===== src/rtl/tce_pkg.sv =====
// Shared types and constants for the text console engine.
package tce_pkg;

  localparam int COLUMNS_DEF   = 80;
  localparam int ROWS_DEF      = 25;
  localparam int TAB_STEPS_DEF = 4;

  localparam int KIND_W  = 2;
  localparam int CHAR_W  = 8;
  localparam int COUNT_W = 12;
  localparam int RROW_W  = 5;
  localparam int RCOL_W  = 7;
  localparam int OCOL_W  = 7;
  localparam int OROW_W  = 5;
  localparam int CELL_W  = 16;
  localparam int ATTR_W  = 8;

  localparam logic [CHAR_W-1:0] CH_NEWLINE = 8'd10;
  localparam logic [CHAR_W-1:0] CH_RETURN  = 8'd13;
  localparam logic [CHAR_W-1:0] CH_TAB     = 8'd9;
  localparam logic [CHAR_W-1:0] BLANK_CHAR = 8'h20;
  localparam logic [ATTR_W-1:0] RESET_ATTR = 8'h0F;

  localparam logic [KIND_W-1:0] KIND_CHAR   = 2'd0;
  localparam logic [KIND_W-1:0] KIND_DELETE = 2'd1;
  localparam logic [KIND_W-1:0] KIND_CLEAR  = 2'd2;
  localparam logic [KIND_W-1:0] KIND_READ   = 2'd3;

  typedef enum logic [3:0] {
    OP_NONE,
    OP_LOAD,
    OP_CR,
    OP_NL_DOWN,
    OP_SCR_START,
    OP_SCR_STEP,
    OP_BLK_STEP,
    OP_CLR_START,
    OP_TAB_INC,
    OP_PUT,
    OP_DEL_STEP,
    OP_RD_ISSUE,
    OP_RESULT
  } tce_op_t;

  typedef struct packed {
    tce_op_t op;
    logic    init_blank;
  } tce_cmd_t;

  typedef struct packed {
    logic [KIND_W-1:0] kind;
    logic              is_nl;
    logic              is_cr;
    logic              is_tab;
    logic              col_wrap;
    logic              row_last;
    logic              at_origin;
    logic              cnt_zero;
    logic              tab_done;
    logic              scr_last;
    logic              swp_last;
    logic              out_free;
  } tce_sts_t;

endpackage


===== src/rtl/tce_ctrl.sv =====
// Controller state machine that sequences each request through the datapath.
module tce_ctrl (
  input  logic              clk,
  input  logic              rst_n,
  input  logic              in_valid,
  output logic              in_ready,
  input  tce_pkg::tce_sts_t sts,
  output tce_pkg::tce_cmd_t cmd
);

  import tce_pkg::*;

  typedef enum logic [3:0] {
    S_BLK,
    S_IDLE,
    S_DISP,
    S_NL,
    S_SCR,
    S_SCRD,
    S_TAB,
    S_PUT,
    S_DEL,
    S_DONE
  } state_t;

  state_t state_r, state_nxt;
  state_t ret_r, ret_nxt;
  logic   init_r, init_nxt;

  always_comb begin
    state_nxt      = state_r;
    ret_nxt        = ret_r;
    init_nxt       = init_r;
    cmd.op         = OP_NONE;
    cmd.init_blank = init_r;
    in_ready       = 1'b0;
    case (state_r)
      S_BLK: begin
        cmd.op = OP_BLK_STEP;
        if (sts.swp_last) begin
          state_nxt = ret_r;
          init_nxt  = 1'b0;
        end
      end
      S_IDLE: begin
        in_ready = 1'b1;
        if (in_valid) begin
          cmd.op    = OP_LOAD;
          state_nxt = S_DISP;
        end
      end
      S_DISP: begin
        case (sts.kind)
          KIND_CHAR: begin
            if (sts.is_nl) begin
              ret_nxt   = S_DONE;
              state_nxt = S_NL;
            end else if (sts.is_cr) begin
              cmd.op    = OP_CR;
              state_nxt = S_DONE;
            end else if (sts.is_tab) begin
              state_nxt = S_TAB;
            end else begin
              state_nxt = S_PUT;
            end
          end
          KIND_DELETE: state_nxt = S_DEL;
          KIND_CLEAR: begin
            cmd.op    = OP_CLR_START;
            ret_nxt   = S_DONE;
            state_nxt = S_BLK;
          end
          default: begin
            cmd.op    = OP_RD_ISSUE;
            state_nxt = S_DONE;
          end
        endcase
      end
      S_NL: begin
        if (sts.row_last) begin
          cmd.op    = OP_SCR_START;
          state_nxt = S_SCR;
        end else begin
          cmd.op    = OP_NL_DOWN;
          state_nxt = ret_r;
        end
      end
      S_SCR: begin
        cmd.op = OP_SCR_STEP;
        if (sts.scr_last) begin
          state_nxt = S_SCRD;
        end
      end
      S_SCRD: state_nxt = S_BLK;
      S_TAB: begin
        if (sts.tab_done) begin
          state_nxt = S_DONE;
        end else if (sts.col_wrap) begin
          ret_nxt   = S_TAB;
          state_nxt = S_NL;
        end else begin
          cmd.op = OP_TAB_INC;
        end
      end
      S_PUT: begin
        if (sts.col_wrap) begin
          ret_nxt   = S_PUT;
          state_nxt = S_NL;
        end else begin
          cmd.op    = OP_PUT;
          state_nxt = S_DONE;
        end
      end
      S_DEL: begin
        if (sts.cnt_zero || sts.at_origin) begin
          state_nxt = S_DONE;
        end else begin
          cmd.op = OP_DEL_STEP;
        end
      end
      S_DONE: begin
        if (sts.out_free) begin
          cmd.op    = OP_RESULT;
          state_nxt = S_IDLE;
        end
      end
      default: state_nxt = S_IDLE;
    endcase
  end

  always_ff @(posedge clk) begin
    if (!rst_n) begin
      state_r <= S_BLK;
      ret_r   <= S_IDLE;
      init_r  <= 1'b1;
    end else begin
      state_r <= state_nxt;
      ret_r   <= ret_nxt;
      init_r  <= init_nxt;
    end
  end

endmodule


===== config.mk =====
export PLATFORM = sky130hd
export DESIGN_NAME = tce_ctrl
export DESIGN_NICKNAME = d
export VERILOG_FILES = /design/src/rtl/tce_pkg.sv /design/src/rtl/tce_ctrl.sv
export SDC_FILE = /design/constraint.sdc
export NUM_CORES = 1
export LEC_CHECK = 0
export BUFFER_PORTS_ARGS = -buffer_cell sky130_fd_sc_hd__buf_4
export CAP_MARGIN = 0
export CORE_MARGIN = 2
export CORE_UTILIZATION = 54
export DETAILED_ROUTE_END_ITERATION = 16
export GPL_TIMING_DRIVEN = 1
export PLACE_DENSITY = 0.82
export SLEW_MARGIN = 15
export SYNTH_ARGS = -nofsm -noshare
export SYNTH_HDL_FRONTEND = slang
export SYNTH_SLANG_ARGS = --single-unit

===== constraint.sdc =====
create_clock -name clk -period 5.5 [get_ports clk]
set_input_delay 0.275 -clock clk [delete_from_list [all_inputs] [get_ports clk]]
set_output_delay 0.275 -clock clk [all_outputs]
set_load 0.05 [all_outputs]

==> impl_metrics.yaml <==
finish:
  area_delta_synth_final_pct: 18.50
  final_util: 0.7092
  num_antenna_cells: 0
  fin_area_sq_um: 945.9
  nNetsFinal: 144
  instances_no_fill: 141
  drive_gt1_frac: 0.2302
power_and_ir_drop:
  power.share.combinational: 0.509
  clockPowerShare: 0.172
  ir_drop_mv: 0.2500
  swShare: 0.4509
  p_int_uw: 138.2
  p_sw_uw: 113.4
  leakage_uw: 0.0003480
  pwr-share-seq: 0.320
  power_density_nw_per_um2: 266.0
logic_synthesis:
  synth_top_area_frac: 0.2006
  yosys.area.top_type: "dfxtp_1"
  ys_ff_latch: 8
  async_flop_share: 0
  synth_area_sq_um: 798.3
  synth_edf_count: 0
  synth_cell_type_count: 45
  synth_area_per_cell_sq_um: 7.127
  synth_area_leaders: "dfxtp_1 (20%), nand2_1 (4.2%), nor2_1 (4.2%)"
  syn_nets: 128
  synth_flop_cell: "dfxtp_1"
  ys_seq_area_frac: 0.2006
  yosysWarningCount: 0
  syn_inst: 112
clocking:
  clock-sinks: 8
  cts_hold_buf: 0
  cts_buffers: 3
  cts.repair.resized: 0
  cts_root_buffer: "clkbuf_4"
  cts.clk_slew.worst_paths_ns: 0.05
  htreeDepth: 1
  cts_tree: "done"
  cts_setup_buffers: 0
  cts_buffer_depth: 2
  clk_latency_ns: 0.25
critical_path:
  startpoint_type: "register"
  arrival_ns: 2.19
  reg2reg_depth: 3
  crit_path_max_fanout: 26
  critPathKind: "reg -> out"
  cp.required_ns: 5.22
  cp-end-kind: "output port"
  crit_slowest_cell: "dfxtp_1"
  crit_path_max_incr_delay_ns: 0.84
  worstPathCellList: "nor4bb_1 -> a22oi_1 -> o211ai_1 -> buf_4"
die:
  num_io_pins: 22
  dieArea_sq_um: 1802
  coreArea_sq_um: 1334
  die_w_um: 42.45
  die_y_um: 42.45
  initial_core_util: 0.5985
  rows: 13
global_routing:
  grt_use_total: 0.2553
  grt_pass1_wl_um: 3546
  grt_pass1_vias: 812
  overflow: 0
  grt_max_degree: 27
  antenna_found_initial: 0
sta:
  slew_headroom: 0.4646
  setup_viol: 0
  finalCritPeriodShare: 0.4473
  finClkSkew_ns: 0.01013
  final_max_slew_viol_count: 0
  finalHoldViolCount: 0
  setup_tns_ns: 0
  fin_crit_ns: 2.460
  rsz0062_at_grt: "false"
  worst_pin_slew_ns: 0.8020
  max_clock_freq_ghz: 0.4064
detailed_routing:
  drc: 0
  drt-initial-drc-count: 33
  viasPerCell: 6.397
  finalWirelength_um: 2116
  detail-route-antenna-nets: 0
  dr.pass1.iters: 4
  vias: 902
  wl_per_cell_um: 15.01
placed_design:
  finalWeightedCongestion: 0.8709
  hpwl_um: 1598
  portBuffers: 21
  dp_cells: 138
  placed_cell_area_sq_um: 923.4
outcome:
  run_status: "complete, no violations"
worst_hold_path:
  min_path_cells: 2
  hold_class: "in -> reg"
run:
  cap_violations: 0
sequential cells by signal, indices dropped and copies added, names as in the netlist:
name and count:
init_r 1, ret_r 3, state_r 4
area by class of cell:
class	instances	area [sq um]
Timing Repair Buffer	21	157.7
Clock buffer	3	22.52
Fill cell	130	387.9
Tap cell	15	18.77
Sequential cell	8	160.2
Inverter	8	30.03
Multi-Input combinational cell	86	556.8
per-layer routing:
layer / track usage / part of all wire
met5: 0 / 0
met1: 0.3377 / 0.46
met3: 0.05603 / 0.065
met2: 0.4062 / 0.46
met4: 0.08750 / 0.0071
critical path, delay by kind of cell (launching register included):
family	cells	cell delay [ns]
and+or+nand+nor	1	0.47
AOI/OAI and AO/OA	2	0.41
DFF	1	0.84
buffers and inverters	1	0.23
cells by family (layout without fill, tap and decap cells):
kind of cell           Yosys count  after routing  share of synthesized area
multiplexers                     1              1                    0.01254
buffers and inverters           18             32                     0.1019
flip-flops                       8              8                     0.2006
AO/OA/AOI/OAI                   36             36                     0.3213
AND/OR/NAND/NOR                 49             49                     0.3637
Yosys cell counts, drive strengths merged (2+ instances only):
cell type	number
nand2b	4
a21oi	5
nand3b	4
clkbuf	5
buf	5
dfxtp	8
nand2	9
or3b	2
o22ai	3
nand3	3
a311oi	2
o21ai	5
and2	2
a211oi	3
a2111oi	2
nor2	9
nor4b	3
a31oi	3
o211ai	2
a32oi	2
nor3	3
inv	8
or3	2
per-stage QoR:
| step | total power [uW] | hold WS (ns) | setup slack (ns) |
|---|---|---|---|
| 2_1_floorplan | 172.9 | 0.3369 | 2.920 |
| 3_3_place_gp | 206.0 | 0.4527 | 3.420 |
| 3_5_place_dp | 208.6 | 0.4555 | 3.361 |
| 4_1_cts | 252.6 | 0.2237 | 3.087 |
| 5_1_grt | 269.7 | 0.2212 | 2.853 |
| 6_report | 251.6 | 0.2339 | 3.040 |
cells in the final DEF (no fill, tap or decap), types with 4 or more instances in the layout:
| cell | synthesis | final |
|---|---|---|
| a21oi_1 | 5 | 5 |
| buf_4 | 1 | 21 |
| dfxtp_1 | 8 | 8 |
| inv_1 | 8 | 8 |
| nand2_1 | 9 | 9 |
| nand2b_1 | 4 | 4 |
| nand3b_1 | 4 | 4 |
| nor2_1 | 9 | 9 |
| o21ai_0 | 5 | 5 |
worst paths after layout:
check                                 from        to  slack (ns)
worst max-delay path            state_r[2]    cmd[4]        3.04
worst min-delay path                 rst_n    init_r        0.23
worst max register to register  state_r[1]  ret_r[0]        3.33
worst min register to register      init_r    init_r        0.46
power by group through the flow:
| stage | Sequential (uW) | Combinational [uW] | Clock [uW] |
|---|---|---|---|
| 6_report | 80.4 | 128 | 43.2 |
| 3_3_place_gp | 79.9 | 126 | 0 |
| 5_1_grt | 81.9 | 139 | 49.1 |
| 3_5_place_dp | 80.8 | 128 | 0 |
| 2_1_floorplan | 68.2 | 105 | 0 |
| 4_1_cts | 79.7 | 128 | 44.7 |
No activity file was read; power rests on OpenSTA's default activity.
